$ cat src/sv/iptc_dataset_stream_parser_core_assert.svh
// ---------------------------------------------------------------------------
// IPTC dataset stream parser assertion macros
// Clocked property checks with a synchronous reset guard.
// ---------------------------------------------------------------------------
`ifndef IPTC_DATASET_STREAM_PARSER_CORE_ASSERT_SVH
`define IPTC_DATASET_STREAM_PARSER_CORE_ASSERT_SVH
`ifndef ASSERT_OFF
// Property must hold on every edge outside reset
`define IDSP_ASSERT(lbl, clk, rst, prop, msg) \
  lbl: assert property (@(posedge clk) disable iff (rst) (prop)) else $error(msg);
// Condition must never be seen outside reset
`define IDSP_ASSERT_NEVER(lbl, clk, rst, cond, msg) \
  lbl: assert property (@(posedge clk) disable iff (rst) !(cond)) else $error(msg);
`else
`define IDSP_ASSERT(lbl, clk, rst, prop, msg)
`define IDSP_ASSERT_NEVER(lbl, clk, rst, cond, msg)
`endif
`endif

$ cat src/sv/idsp_pkg.sv
// ---------------------------------------------------------------------------
// IPTC dataset stream parser package
// Shared codes, limits, and item/result types.
// ---------------------------------------------------------------------------
`default_nettype none

package idsp_pkg;

  // Default width of the dataset counter
  localparam int COUNT_WIDTH_DEFAULT = 32;

  // IIM framing constants
  localparam logic [7:0] IIM_MARKER        = 8'h1C;
  localparam int         MIN_DATASET_BYTES = 5;
  localparam int         MAX_EXT_LEN_BYTES = 4;

  // Register reset values
  localparam logic [31:0] MAX_DATASET_COUNT_RST = 32'd200000;
  localparam logic [31:0] MAX_VALUE_LENGTH_RST  = 32'd8388608;
  localparam logic [31:0] MAX_TOTAL_LENGTH_RST  = 32'd67108864;

  // Result queue depth (power of two, at least two)
  localparam int RES_FIFO_DEPTH = 4;

  typedef enum logic [1:0] {
    KIND_HEADER = 2'd0,
    KIND_VALUE  = 2'd1,
    KIND_END    = 2'd2
  } result_kind_t;

  typedef enum logic [1:0] {
    STATUS_OK          = 2'd0,
    STATUS_UNSUPPORTED = 2'd1,
    STATUS_MALFORMED   = 2'd2,
    STATUS_LIMIT       = 2'd3
  } status_t;

  typedef enum logic [1:0] {
    REG_MAX_DATASET_COUNT = 2'd0,
    REG_MAX_VALUE_LENGTH  = 2'd1,
    REG_MAX_TOTAL_LENGTH  = 2'd2
  } reg_index_t;

  typedef struct packed {
    logic [31:0] max_dataset_count;
    logic [31:0] max_value_length;
    logic [31:0] max_total_length;
  } cfg_regs_t;

  typedef struct packed {
    logic [31:0] buffer_size;
    logic        last_byte;
    logic        first_byte;
    logic [7:0]  data_byte;
  } in_item_t;

  typedef struct packed {
    logic         last_result;
    logic [31:0]  datasets_decoded;
    status_t      final_status;
    logic         value_end;
    logic [7:0]   value_byte;
    logic [31:0]  dataset_order;
    logic [31:0]  value_length;
    logic [7:0]   dataset_number;
    logic [7:0]   record_number;
    result_kind_t result_kind;
  } result_t;

endpackage

`default_nettype wire

$ cat src/sv/iptc_dataset_stream_parser_core.sv
// ---------------------------------------------------------------------------
// IPTC dataset stream parser core
// Parses an IPTC IIM buffer one byte per request into dataset headers,
// value bytes, and an end status.
// ---------------------------------------------------------------------------
//  channel | signals                                    | payload
//  s_*     | s_tvalid s_tready s_tdata s_tlast s_tuser  | buffer byte, size, first/last
//  m_*     | m_tvalid m_tready m_tdata m_tlast m_tuser  | header, value byte, end status
//  cfg_*   | cfg_valid cfg_ready cfg_index cfg_data     | limit register writes
//
//  One byte is accepted per cycle while the result queue has room; results
//  pass through the input register, then the result queue. A byte gives
//  zero to two results; only a last byte that also yields a header or a
//  value byte gives two. The input side stalls when the four-entry result
//  queue lacks room for two results. Synchronous reset clears parse state
//  and loads the limit registers with their defaults.
// ---------------------------------------------------------------------------
`default_nettype none

module iptc_dataset_stream_parser_core #(
  parameter int COUNT_WIDTH = idsp_pkg::COUNT_WIDTH_DEFAULT
) (
  input  wire logic         clk,
  input  wire logic         rst,
  input  wire logic         s_tvalid,
  output logic              s_tready,
  input  wire logic [39:0]  s_tdata,   // data_byte[7:0], buffer_size[39:8]
  input  wire logic         s_tlast,
  input  wire logic         s_tuser,   // first_byte
  output logic              m_tvalid,
  input  wire logic         m_tready,
  // record_number[7:0], dataset_number[15:8], value_length[47:16],
  // dataset_order[79:48], value_byte[87:80], value_end[88],
  // final_status[90:89], datasets_decoded[122:91], zero[127:123]
  output logic [127:0]      m_tdata,
  output logic              m_tlast,
  output logic [1:0]        m_tuser,   // result_kind[1:0]
  input  wire logic         cfg_valid,
  output logic              cfg_ready,
  input  wire logic [1:0]   cfg_index,
  input  wire logic [31:0]  cfg_data
);

  idsp_pkg::cfg_regs_t cfg;
  idsp_pkg::in_item_t  in_item;
  logic                in_valid;
  logic                step;
  logic                room_for_two;
  idsp_pkg::result_t   res0;
  idsp_pkg::result_t   res1;
  logic [1:0]          res_count;
  idsp_pkg::result_t   out_res;

  assign cfg_ready = 1'b1;

  // Write limit registers
  always_ff @(posedge clk) begin
    if (rst) begin
      cfg.max_dataset_count <= idsp_pkg::MAX_DATASET_COUNT_RST;
      cfg.max_value_length  <= idsp_pkg::MAX_VALUE_LENGTH_RST;
      cfg.max_total_length  <= idsp_pkg::MAX_TOTAL_LENGTH_RST;
    end else if (cfg_valid && cfg_ready) begin
      unique case (idsp_pkg::reg_index_t'(cfg_index))
        idsp_pkg::REG_MAX_DATASET_COUNT: cfg.max_dataset_count <= cfg_data;
        idsp_pkg::REG_MAX_VALUE_LENGTH:  cfg.max_value_length  <= cfg_data;
        idsp_pkg::REG_MAX_TOTAL_LENGTH:  cfg.max_total_length  <= cfg_data;
        default: cfg.max_dataset_count <= cfg.max_dataset_count;
      endcase
    end
  end

  // Input register: drain into the parser when the queue has room
  assign step     = in_valid && room_for_two;
  assign s_tready = !in_valid || step;

  always_ff @(posedge clk) begin
    if (rst) begin
      in_valid <= 1'b0;
    end else if (s_tvalid && s_tready) begin
      in_valid <= 1'b1;
    end else if (step) begin
      in_valid <= 1'b0;
    end
  end

  always_ff @(posedge clk) begin
    if (s_tvalid && s_tready) begin
      in_item.data_byte   <= s_tdata[7:0];
      in_item.buffer_size <= s_tdata[39:8];
      in_item.first_byte  <= s_tuser;
      in_item.last_byte   <= s_tlast;
    end
  end

  idsp_parser #(
    .COUNT_WIDTH (COUNT_WIDTH)
  ) u_parser (
    .clk       (clk),
    .rst       (rst),
    .step      (step),
    .item      (in_item),
    .cfg       (cfg),
    .res0      (res0),
    .res1      (res1),
    .res_count (res_count)
  );

  idsp_result_fifo u_result_fifo (
    .clk          (clk),
    .rst          (rst),
    .wr_count     (res_count),
    .wr_data0     (res0),
    .wr_data1     (res1),
    .room_for_two (room_for_two),
    .out_valid    (m_tvalid),
    .out_ready    (m_tready),
    .out_data     (out_res)
  );

  // Pack the result request
  assign m_tdata = {5'd0, out_res.datasets_decoded, out_res.final_status,
                    out_res.value_end, out_res.value_byte, out_res.dataset_order,
                    out_res.value_length, out_res.dataset_number,
                    out_res.record_number};
  assign m_tlast = out_res.last_result;
  assign m_tuser = out_res.result_kind;

endmodule

`default_nettype wire

$ cat src/sv/idsp_parser.sv
// ---------------------------------------------------------------------------
// IPTC dataset parser step
// Holds the parse state and turns one byte into up to two results.
// ---------------------------------------------------------------------------
`default_nettype none

module idsp_parser #(
  parameter int COUNT_WIDTH = idsp_pkg::COUNT_WIDTH_DEFAULT
) (
  input  wire logic                clk,
  input  wire logic                rst,
  input  wire logic                step,
  input  wire idsp_pkg::in_item_t  item,
  input  wire idsp_pkg::cfg_regs_t cfg,
  output idsp_pkg::result_t        res0,
  output idsp_pkg::result_t        res1,
  output logic [1:0]               res_count
);

  localparam int CMP_W = (COUNT_WIDTH > 32) ? COUNT_WIDTH : 32;

  typedef enum logic [2:0] {
    PH_MARKER, PH_RECORD, PH_DATASET, PH_LENHI,
    PH_LENLO, PH_EXT, PH_VALUE, PH_SWALLOW
  } phase_t;

  // Parse state
  phase_t                   phase;
  logic [31:0]              pos;
  logic [31:0]              size;
  logic [7:0]               rec;
  logic [7:0]               dset;
  logic [31:0]              lacc;
  logic [2:0]               ebl;
  logic [31:0]              vbl;
  logic [COUNT_WIDTH-1:0]   cnt;
  logic [32:0]              sum;
  idsp_pkg::status_t        status;
  logic [31:0]              order;

  // State as seen after a restart on the first byte
  phase_t                   e_phase;
  logic [31:0]              e_pos;
  logic [31:0]              e_size;
  logic [7:0]               e_rec;
  logic [7:0]               e_dset;
  logic [31:0]              e_lacc;
  logic [2:0]               e_ebl;
  logic [31:0]              e_vbl;
  logic [COUNT_WIDTH-1:0]   e_cnt;
  logic [32:0]              e_sum;
  idsp_pkg::status_t        e_status;
  logic [31:0]              e_order;

  phase_t                   phase_next;
  logic [31:0]              pos_next;
  logic [7:0]               rec_next;
  logic [7:0]               dset_next;
  logic [31:0]              lacc_next;
  logic [2:0]               ebl_next;
  logic [31:0]              vbl_next;
  logic [COUNT_WIDTH-1:0]   cnt_next;
  logic [32:0]              sum_next;
  idsp_pkg::status_t        status_next;
  logic [31:0]              order_next;

  // Intermediate values
  logic [7:0]               b;
  logic [CMP_W-1:0]         cnt_ext;
  logic [CMP_W-1:0]         mdc_ext;
  logic [15:0]              len16;
  logic [14:0]              ext_cnt;
  logic [31:0]              ext_len;
  logic [2:0]               ebl_dec;
  logic                     fin_req;
  logic [31:0]              fin_len;
  logic [32:0]              off;
  logic [32:0]              sum_add;
  logic                     pemit;
  logic                     eemit;
  idsp_pkg::result_t        pres;
  idsp_pkg::result_t        eres;

  assign b = item.data_byte;

  // Restart on the first byte of a buffer
  always_comb begin
    e_phase  = phase;
    e_pos    = pos;
    e_size   = size;
    e_rec    = rec;
    e_dset   = dset;
    e_lacc   = lacc;
    e_ebl    = ebl;
    e_vbl    = vbl;
    e_cnt    = cnt;
    e_sum    = sum;
    e_status = status;
    e_order  = order;
    if (item.first_byte) begin
      e_pos    = '0;
      e_size   = item.buffer_size;
      e_rec    = '0;
      e_dset   = '0;
      e_lacc   = '0;
      e_ebl    = '0;
      e_vbl    = '0;
      e_cnt    = '0;
      e_sum    = '0;
      e_status = idsp_pkg::STATUS_OK;
      e_order  = '0;
      e_phase  = PH_MARKER;
      if (item.buffer_size == '0 || b != idsp_pkg::IIM_MARKER) begin
        e_status = idsp_pkg::STATUS_UNSUPPORTED;
        e_phase  = PH_SWALLOW;
      end else if (cfg.max_total_length != '0 &&
                   item.buffer_size > cfg.max_total_length) begin
        e_status = idsp_pkg::STATUS_LIMIT;
        e_phase  = PH_SWALLOW;
      end
    end
  end

  // Parse one byte, then check the finished length, then close the buffer
  always_comb begin
    phase_next  = e_phase;
    rec_next    = e_rec;
    dset_next   = e_dset;
    lacc_next   = e_lacc;
    ebl_next    = e_ebl;
    vbl_next    = e_vbl;
    cnt_next    = e_cnt;
    sum_next    = e_sum;
    status_next = e_status;
    order_next  = e_order;
    pos_next    = (e_pos != '1) ? e_pos + 32'd1 : e_pos;

    cnt_ext = CMP_W'(e_cnt);
    mdc_ext = CMP_W'(cfg.max_dataset_count);
    len16   = {e_lacc[7:0], b};
    ext_cnt = len16[14:0];
    ext_len = {e_lacc[23:0], b};
    ebl_dec = e_ebl - 3'd1;
    fin_req = 1'b0;
    fin_len = '0;
    off     = {1'b0, e_pos} + 33'd1;
    pemit   = 1'b0;
    pres    = '0;
    eemit   = 1'b0;
    eres    = '0;

    if (e_pos < e_size) begin
      unique case (e_phase)
        PH_MARKER: begin
          if (cnt_ext >= mdc_ext) begin
            status_next = idsp_pkg::STATUS_LIMIT;
            phase_next  = PH_SWALLOW;
          end else if ((e_size - e_pos) < 32'(idsp_pkg::MIN_DATASET_BYTES)) begin
            status_next = idsp_pkg::STATUS_MALFORMED;
            phase_next  = PH_SWALLOW;
          end else if (b != idsp_pkg::IIM_MARKER) begin
            status_next = idsp_pkg::STATUS_MALFORMED;
            phase_next  = PH_SWALLOW;
          end else begin
            phase_next = PH_RECORD;
          end
        end
        PH_RECORD: begin
          rec_next   = b;
          phase_next = PH_DATASET;
        end
        PH_DATASET: begin
          dset_next  = b;
          phase_next = PH_LENHI;
        end
        PH_LENHI: begin
          lacc_next  = {24'd0, b};
          phase_next = PH_LENLO;
        end
        PH_LENLO: begin
          if (!len16[15]) begin
            fin_req = 1'b1;
            fin_len = {16'd0, len16};
          end else if (ext_cnt == '0 ||
                       ext_cnt > 15'(idsp_pkg::MAX_EXT_LEN_BYTES)) begin
            status_next = idsp_pkg::STATUS_MALFORMED;
            phase_next  = PH_SWALLOW;
          end else if (({2'b0, e_pos} + 34'd1 + {19'd0, ext_cnt}) > {2'b0, e_size}) begin
            status_next = idsp_pkg::STATUS_MALFORMED;
            phase_next  = PH_SWALLOW;
          end else begin
            lacc_next  = '0;
            ebl_next   = ext_cnt[2:0];
            phase_next = PH_EXT;
          end
        end
        PH_EXT: begin
          lacc_next = ext_len;
          ebl_next  = ebl_dec;
          if (ebl_dec == '0) begin
            fin_req = 1'b1;
            fin_len = ext_len;
          end
        end
        PH_VALUE: begin
          pemit              = 1'b1;
          pres.result_kind   = idsp_pkg::KIND_VALUE;
          pres.record_number = e_rec;
          pres.dataset_number = e_dset;
          pres.dataset_order = e_order;
          pres.value_byte    = b;
          pres.value_end     = (e_vbl == 32'd1);
          vbl_next           = e_vbl - 32'd1;
          if (e_vbl == 32'd1) begin
            phase_next = PH_MARKER;
          end
        end
        PH_SWALLOW: begin
          phase_next = e_phase;
        end
      endcase
    end

    // Check a completed length and emit the header
    sum_add = e_sum + {1'b0, fin_len};
    if (fin_req) begin
      if (fin_len > cfg.max_value_length) begin
        status_next = idsp_pkg::STATUS_LIMIT;
        phase_next  = PH_SWALLOW;
      end else if (off > {1'b0, e_size} || {1'b0, fin_len} > ({1'b0, e_size} - off)) begin
        status_next = idsp_pkg::STATUS_MALFORMED;
        phase_next  = PH_SWALLOW;
      end else begin
        sum_next = sum_add;
        if (cfg.max_total_length != '0 && sum_add > {1'b0, cfg.max_total_length}) begin
          status_next = idsp_pkg::STATUS_LIMIT;
          phase_next  = PH_SWALLOW;
        end else begin
          order_next = cnt_ext[31:0];
          if (e_cnt != '1) begin
            cnt_next = e_cnt + COUNT_WIDTH'(1);
          end
          pemit               = 1'b1;
          pres.result_kind    = idsp_pkg::KIND_HEADER;
          pres.record_number  = e_rec;
          pres.dataset_number = e_dset;
          pres.value_length   = fin_len;
          pres.dataset_order  = cnt_ext[31:0];
          vbl_next            = fin_len;
          phase_next          = (fin_len != '0) ? PH_VALUE : PH_MARKER;
        end
      end
    end

    // Close the buffer on its last byte
    if (item.last_byte) begin
      if (status_next == idsp_pkg::STATUS_OK && off < {1'b0, e_size}) begin
        status_next = idsp_pkg::STATUS_MALFORMED;
      end
      eemit                 = 1'b1;
      eres.result_kind      = idsp_pkg::KIND_END;
      eres.final_status     = status_next;
      eres.datasets_decoded = 32'(cnt_next);
      eres.last_result      = 1'b1;
      phase_next            = PH_SWALLOW;
    end
    pres.last_result = !eemit;
  end

  // Order results: parse result first, end result after it
  always_comb begin
    res0      = pemit ? pres : eres;
    res1      = eres;
    res_count = {1'b0, pemit} + {1'b0, eemit};
    if (!step) begin
      res_count = 2'd0;
    end
  end

  // Hold parse state, advance on each processed byte
  always_ff @(posedge clk) begin
    if (rst) begin
      phase  <= PH_MARKER;
      pos    <= '0;
      size   <= '0;
      rec    <= '0;
      dset   <= '0;
      lacc   <= '0;
      ebl    <= '0;
      vbl    <= '0;
      cnt    <= '0;
      sum    <= '0;
      status <= idsp_pkg::STATUS_OK;
      order  <= '0;
    end else if (step) begin
      phase  <= phase_next;
      pos    <= pos_next;
      size   <= e_size;
      rec    <= rec_next;
      dset   <= dset_next;
      lacc   <= lacc_next;
      ebl    <= ebl_next;
      vbl    <= vbl_next;
      cnt    <= cnt_next;
      sum    <= sum_next;
      status <= status_next;
      order  <= order_next;
    end
  end

endmodule

`default_nettype wire

$ cat src/sv/idsp_result_fifo.sv
// ---------------------------------------------------------------------------
// IPTC parser result queue
// Small queue taking up to two results per cycle and giving one when the reader is ready.
// ---------------------------------------------------------------------------
`default_nettype none

`include "iptc_dataset_stream_parser_core_assert.svh"

module idsp_result_fifo (
  input  wire logic              clk,
  input  wire logic              rst,
  input  wire logic [1:0]        wr_count,
  input  wire idsp_pkg::result_t wr_data0,
  input  wire idsp_pkg::result_t wr_data1,
  output logic                   room_for_two,
  output logic                   out_valid,
  input  wire logic              out_ready,
  output idsp_pkg::result_t      out_data
);

  localparam int DEPTH = idsp_pkg::RES_FIFO_DEPTH;
  localparam int PW    = $clog2(DEPTH);
  localparam int CW    = $clog2(DEPTH + 1);

  idsp_pkg::result_t mem [DEPTH];
  logic [PW-1:0]     wp;
  logic [PW-1:0]     rp;
  logic [CW-1:0]     count;
  logic              pop;

  assign pop          = out_valid && out_ready;
  assign out_valid    = (count != '0);
  assign out_data     = mem[rp];
  assign room_for_two = (CW'(DEPTH) - count) >= CW'(2);

  // Advance pointers and occupancy
  always_ff @(posedge clk) begin
    if (rst) begin
      wp    <= '0;
      rp    <= '0;
      count <= '0;
    end else begin
      wp    <= wp + PW'(wr_count);
      rp    <= rp + PW'(pop);
      count <= count + CW'(wr_count) - CW'(pop);
    end
  end

  // Store results; the second one lands in the next slot (wraps)
  always_ff @(posedge clk) begin
    if (wr_count != 2'd0) begin
      mem[wp] <= wr_data0;
    end
    if (wr_count == 2'd2) begin
      mem[wp + PW'(1)] <= wr_data1;
    end
  end

  `IDSP_ASSERT(a_count_bound, clk, rst, count <= CW'(DEPTH), "result queue over depth")
  `IDSP_ASSERT_NEVER(a_no_overflow, clk, rst, (CW'(DEPTH) - count) < CW'(wr_count), "result queue overflow")
  `IDSP_ASSERT(a_count_track, clk, rst, 1'b1 |=> (count == $past(count) + CW'($past(wr_count)) - CW'($past(pop))), "result queue count mismatch")

endmodule

`default_nettype wire
$ cat config.mk
export PLATFORM = sky130hd
export DESIGN_NAME = iptc_dataset_stream_parser_core
export DESIGN_NICKNAME = d
export VERILOG_FILES = /design/src/sv/idsp_pkg.sv /design/src/sv/iptc_dataset_stream_parser_core.sv /design/src/sv/idsp_parser.sv /design/src/sv/idsp_result_fifo.sv
export VERILOG_INCLUDE_DIRS = /design/src /design/src/sv
export SDC_FILE = /design/constraint.sdc
export NUM_CORES = 2
export LEC_CHECK = 0
export BUFFER_PORTS_ARGS = -buffer_cell sky130_fd_sc_hd__buf_2
export CAP_MARGIN = 25
export CORE_MARGIN = 2
export CORE_UTILIZATION = 40
export CTS_BUF_LIST = sky130_fd_sc_hd__clkbuf_16
export CTS_CLUSTER_DIAMETER = 50
export DETAILED_ROUTE_END_ITERATION = 10
export GPL_TIMING_DRIVEN = 0
export HOLD_SLACK_MARGIN = 0.06
export PLACE_DENSITY = 0.66
export SLEW_MARGIN = 20
export SYNTH_ARGS = -nofsm -noshare
export SYNTH_HDL_FRONTEND = slang
export SYNTH_SLANG_ARGS = --single-unit
export TNS_END_PERCENT = 1
$ cat constraint.sdc
create_clock -name clk -period 14.69 [get_ports clk]
set_input_delay 1.469 -clock clk [delete_from_list [all_inputs] [get_ports clk]]
set_output_delay 1.469 -clock clk [all_outputs]
set_load 0.1 [all_outputs]
Yosys cells after proc, flatten, opt, wreduce, memory -nomap -nowiden
Memory sizes are Yosys's and may differ from the RTL's. A register that Yosys moved wholly into a read port is not among the register bits.
Cells that the tools add are included.
{"block": "classes", "addsub": 17, "magnitude_cmp": 12, "n_eq_ne": 13, "n_mux": 112, "n_reduce_logical": 26}
{"op": "32-bit two-way mux", "n": 28}
{"op": "82-bit two-way mux", "n": 4}
{"op": "33-bit two-way mux", "n": 4}
{"op": "126-bit two-way mux", "n": 1}
{"op": "32-bit one-hot mux with 3 select lines", "n": 1}
{"op": "41-bit two-way mux", "n": 2}
{"op": "32-bit by 1-bit adder with 33-bit output, second input constant", "n": 2}
{"op": "33-bit by 32-bit greater-than comparator with 1-bit output", "n": 2}
{"op": "32-bit by 1-bit adder with 32-bit output, second input constant", "n": 2}
{"op": "32-bit greater-than comparator", "n": 2}
{"op": "32-bit != test, second input constant", "n": 2}
{"op": "32-bit one-hot mux with 2 select lines", "n": 1}
{"op": "32-bit nonzero test", "n": 2}
{"op": "3-bit two-way mux", "n": 21}
{"op": "8-bit two-way mux", "n": 6}
{"op": "2-bit two-way mux", "n": 20}
{"op": "18-bit two-way mux", "n": 2}
{"op": "35-bit two-way mux", "n": 1}
{"op": "34-bit by 15-bit adder with 34-bit output", "n": 1}
{"op": "34-bit by 32-bit greater-than comparator with 1-bit output", "n": 1}
{"op": "33-bit by 32-bit adder with 33-bit output", "n": 1}
{"op": "32-bit by 33-bit greater-than comparator with 1-bit output", "n": 1}
{"op": "33-bit by 32-bit less-than comparator with 1-bit output", "n": 1}
{"op": "32-bit by 33-bit subtractor with 33-bit output", "n": 1}
{"op": "other kinds (38)", "n": 71}
{"block": "totals", "register_bits": 395, "ram_bits": 504, "inputBits": 81, "out_inout_bits": 134, "word_cells": 204, "memories": 1}
{"name": "u_result_fifo.mem", "words": 4, "width": 126, "rd": 1, "rd_clocked_by_memory_dff": 1, "write_ports": 2, "line": "idsp_result_fifo.sv:25", "text": "idsp_pkg::result_t mem [DEPTH];"}

Depth between registers and ports, before layout
{"block": "depth", "depth_word": 20, "ltp_mapped": 56, "depth_no_buf": 47}

Modules after synthesis
Synthesis repeated with hierarchy kept, for this count alone.
{"block": "hier_totals", "cells_unflattened": 5268, "hier_area_um2": 55811.0}
{"module": "idsp_parser", "instances": 1, "cells_each": 3584, "area_per_inst_um2": 26018.7, "seq_area_each_um2": 4824.6}
{"module": "idsp_result_fifo", "instances": 1, "cells_each": 1269, "area_per_inst_um2": 24548.5, "seq_area_each_um2": 15274.6}
{"module": "iptc_dataset_stream_parser_core", "instances": 1, "cells_each": 415, "area_per_inst_um2": 5243.8, "seq_area_each_um2": 3203.1}

Least setup slack after synthesis
No wires, ideal clock.
{"block": "synth_path", "kind": "register to register", "startpoint": "register in_item[8] (netlist name)", "endpoint": "memory u_result_fifo.mem[0][100] (netlist name), enable pin", "setup_time_ns": 0.391, "t_arrival_ns": 12.814, "required_ns": 14.299, "setup_slack_ns": 1.485, "path_stages_with_launch": 54, "n_path_buf": 12, "synth_period_minus_slack_ns": 13.205, "cell_sequence": "edfxtp_1 clkbuf_1 clkbuf_1 clkbuf_1 clkbuf_1 buf_1 buf_1 clkbuf_1 clkbuf_1 mux2i_1 ha_1 inv_1 fa_1 a211oi_1 o21ai_1 nand4_1 o211ai_2 a31o_4 (+18 left out) a21o_1 a21o_1 a21o_1 a21oi_1 a2bb2oi_1 a211oi_1 a2111oi_0 o32ai_1 nand2_1 a21oi_1 clkinv_1 clkbuf_1 ha_1 nor2b_1 nor4_1 nor2_1 clkbuf_1 inv_1"}
{"element": "start, declared", "line": "iptc_dataset_stream_parser_core.sv:45", "text": "idsp_pkg::in_item_t in_item;"}
{"element": "end, declared", "line": "idsp_result_fifo.sv:25"}

==> summary.log <==
[outcome] status completed
[detailed_routing] routed wire length 183,000 um
[placed_design] detailed placement HPWL 140,000 um
[detailed_routing] post-detailed-route count of antenna-violating nets 0
[yosys] mean instance size in the synthesized netlist 9.08 um2
[sta] tightest slew margin relative to the limit 18.3%
[floorplanning] Placeable Area 121,000 um2
[detailed_routing] drt first-iter violations 5,388
[clock_tree] clock-pin slew reported for the worst setup and hold paths after clock tree synthesis 60 ps
[floorplanning] num ports 215
[layout] post-route insts no fill 7,437
[clock_tree] clock net sink count 891
[critical_path] Crit-path slowest cell a21oi_1
[critical_path] number of cell instances on the worst register-to-register path 48
[sta] timing-limited maximum frequency 69.8 MHz
[pwr] static power due to leakage 0.0213 uW
[detailed_routing] via density per instance 6.03
[layout] Layout Utilization 46.2%
[global_route] global router's overall resource usage 28.2%
[yosys] mux share of post-synthesis cell area 6.91%
[clock_tree] level count of the clock H-tree 3
[floorplanning] initial cell density of the core 40.2%
[detailed_routing] overall via count from detail_route 44,800
[yosys] ys async rst share 0%
[critical_path] arrival time worst endpoint 14,770 ps
[floorplanning] Chip Height 353 um
[detailed_routing] DRC violations left 0
[critical_path] data required time of the worst path 15,130 ps
[yosys] dominant combinational cell family by area after synthesis compound AO/OA/AOI/OAI gates
[placed_design] post-placement cell count 7,227
[yosys] part of the Yosys area used for sequential elements 40.4%
[global_route] initial antenna violation count 13
[detailed_routing] iteration count of the initial detailed-routing pass 7
[clock_tree] number of buffers created by CTS 106
[sta] Max Slew Vio Count 0
[sta] count of endpoints failing hold in the final timing report 0
[pwr] areal power density over the cells 153 nW/um2
[yosys] fraction of the mapped netlist area in compound gates 20.1%
[sta] final period utilization 97.6%
[yosys] flip-flop and latch count after synthesis 891
[yosys] Post-Synth XOR/XNOR Area 3.00%
[layout] most frequent standard cell in the layout excluding fill and tap cells dfxtp_1
[clock_tree] CTS tree yes
[floorplanning] standard-cell rows 128
[layout] fraction of layout cells with a size suffix above 1 12.1%
[sta] Final Skew 42.2 ps
[layout] net count reported at finish 6,112
[placed_design] routability-driven placement congestion ratio 1.04
[critical_path] worst-path maximum fanout 12
[yosys] area of the mapped netlist 48,800 um2
[critical_path] Setup CP Type register to register
[yosys] simple-gate share of the synthesized area 17.0%
[critical_path] worst r2r dst u_result_fifo.mem[3][121]
[yosys] Cells after Synth 5,375
[job] # Max-Cap Violations 0
[pwr] Max VDD drop 0.000130 V
[sta] RSZ-0062 raised after global routing no
[sta] final setup fails 0
[yosys] number of synthesized flops with an enable pin 186
[layout] area growth from synthesis to final layout 14.9%
[global_route] overall overflow remaining after global route 0
[worst_hold_path] destination of the worst hold path u_result_fifo.mem[0][0]
[yosys] Yosys warnings 0
[floorplanning] Total Die Area 125,000 um2
[clock_tree] worst-skew pair later-pin latency 750 ps
[clock_tree] Clk Tree Root Cell clkbuf_16
[yosys] flip-flop cell with the highest count after synthesis dfxtp_1
[clock_tree] number of buffers inserted by hold repair at cts 0
[placed_design] IO buf count 207
[critical_path] R2R Setup Slk 360 ps
[detailed_routing] average routed wire per standard cell 24.6 um
[critical_path] reg-to-reg startpoint in_item[8]
[global_route] pin count of the biggest net entering global routing 43
[global_route] via count of the first global-routing pass 42,100
[worst_hold_path] class of the worst hold path register to register
[global_route] wire length of the first global-routing pass 267,000 um
[layout] commonest cells after routing, fill and taps aside dfxtp_1 (705), nand2_1 (687), o21ai_0 (414), nor2_1 (367), a21oi_1 (311)
[critical_path] max incr delay on CP 860 ps
[worst_hold_path] Worst Min Path Start u_result_fifo.mem[0][0]
[floorplanning] die extent in x 353 um
[yosys] count of different cell masters after synthesis 100
[clock_tree] CTS max path bufs 3
[critical_path] Worst setup EP type register
[yosys] post-synthesis adder-cell area fraction 8.07%
[sta] fin crit period 14,330 ps
[layout] number of fill cells 11,800
[worst_hold_path] cell depth of the worst hold path 1
[critical_path] launching element type of the critical path register
[sta] actual transition at the worst max-transition pin 1230 ps
## area by class of cell
type | instances | area (um2) | area share (%)
multi-input combinational | 3910 | 27200 | 48.5
sequential | 891 | 19700 | 35.1
clock buffer | 107 | 2680 | 4.78
tap | 1625 | 2030 | 3.63
timing repair buffer | 241 | 1390 | 2.49
buffer | 318 | 1340 | 2.40
inverter | 252 | 961 | 1.71
clock inverter | 89 | 746 | 1.33
antenna | 4 | 10.0 | 0.0179
## logic make-up (layout without fill, tap and decap cells)
logic type                 count (synthesis)  after routing
AOI/OAI and AO/OA                       1493           1493
xor gates and xnor gates                 167            167
adders and majority gates                312            312
buffers and inverters                    578           1007
DFF                                      891            891
muxes                                    179            179
other                                      2             10
and+or+nand+nor                         1753           1753
## cell usage after synthesis (20+ instances only)
cell | number | area [um2]
a211oi_1 | 69 | 518
a21o_1 | 117 | 878
a21oi_1 | 313 | 1570
a22o_1 | 194 | 1700
a22oi_1 | 50 | 375
a31oi_1 | 79 | 494
a32o_1 | 21 | 210
and2_1 | 38 | 238
and3_1 | 31 | 194
buf_1 | 39 | 146
buf_2 | 22 | 110
clkbuf_1 | 255 | 957
dfxtp_1 | 705 | 14100
edfxtp_1 | 186 | 5590
ha_1 | 306 | 3830
inv_1 | 247 | 927
mux2i_1 | 51 | 510
mux4_2 | 126 | 2840
nand2_1 | 688 | 2580
nand2b_1 | 31 | 194
nand3_1 | 99 | 495
nand4_1 | 101 | 632
nor2_1 | 373 | 1400
nor2b_1 | 107 | 669
nor3_1 | 88 | 440
nor4_1 | 59 | 369
o211ai_1 | 28 | 210
o21a_1 | 28 | 210
o21ai_0 | 418 | 2090
o21bai_1 | 20 | 150
or3_1 | 32 | 200
xnor2_1 | 98 | 858
xor2_1 | 69 | 604
## layer usage
layer | wire length [um] | track usage, % | up-vias
li1 | - | - | 20400
met1 | 73200 | 36.6 | 21600
met2 | 82700 | 44.6 | 2406
met3 | 17900 | 5.94 | 483
met4 | 9270 | 13.6 | 8
met5 | 35 | 0 | -
## through the flow
step	power (uW)	instance area (um2)	hold WS [ps]	worst slack (ps)	TNS [ps]
3_5_place_dp	5900	52100	438	-6460	-4154720
2_1_floorplan	5000	48800	420	1490	0
6_report	8590	56100	450	355	0
3_3_place_gp	5850	51900	429	-8510	-4714690
5_1_grt	8920	56100	466	21.0	0
4_1_cts	8490	55800	453	-15.9	-31.8
## worst max-delay path by stage
| stage | startpoint | endpoint | cells after the start |
|---|---|---|---|
| floorplan | in_item[8] | u_result_fifo.mem[0][100] | 53 |
| global placement | in_item[8] | u_result_fifo.mem[0][119] | 50 |
| detailed placement | in_item[8] | u_result_fifo.mem[1][116] | 55 |
| CTS | in_item[8] | u_result_fifo.mem[2][119] | 50 |
| global route | in_item[8] | u_result_fifo.mem[3][118] | 50 |
| finish | in_item[8] | u_result_fifo.mem[3][121] | 48 |
## timing repair
action,4_1_cts,5_1_grt
resized for setup,85,46
setup endpoints to repair,787,646
setup buffers,6,4
pin swaps,3,4
hold endpoints to repair,0,0
## where the power goes
part / switching [uW] / leakage [uW] / internal [uW]
registers: 112 / 0.00735 / 2630
clock network: 1150 / 0.00172 / 1430
logic: 2230 / 0.0123 / 1030
total: 3500 / 0.0213 / 5090
## sequential cells by signal (all words and copies together) (netlist names), 3 cells and up
register	count
u_result_fifo.mem	504
u_parser.size	32
u_parser.ebl	3
u_parser.sum	33
u_parser.phase	3
u_parser.order	32
u_parser.rec	8
u_parser.cnt	32
u_parser.dset	8
u_result_fifo.count	3
u_parser.pos	32
cfg	96
u_parser.lacc	24
in_item	42
u_parser.vbl	32
## critical path, delay by kind of cell, from the launching register on
kind | cells | cell delay (ps)
compound gates | 20 | 5360
xor+xnor | 1 | 120
fa+ha+maj | 5 | 1700
buf+inv | 13 | 4230
flops | 1 | 490
simple gates | 9 | 2080
Note: power is estimated with default switching activity, not from simulation.
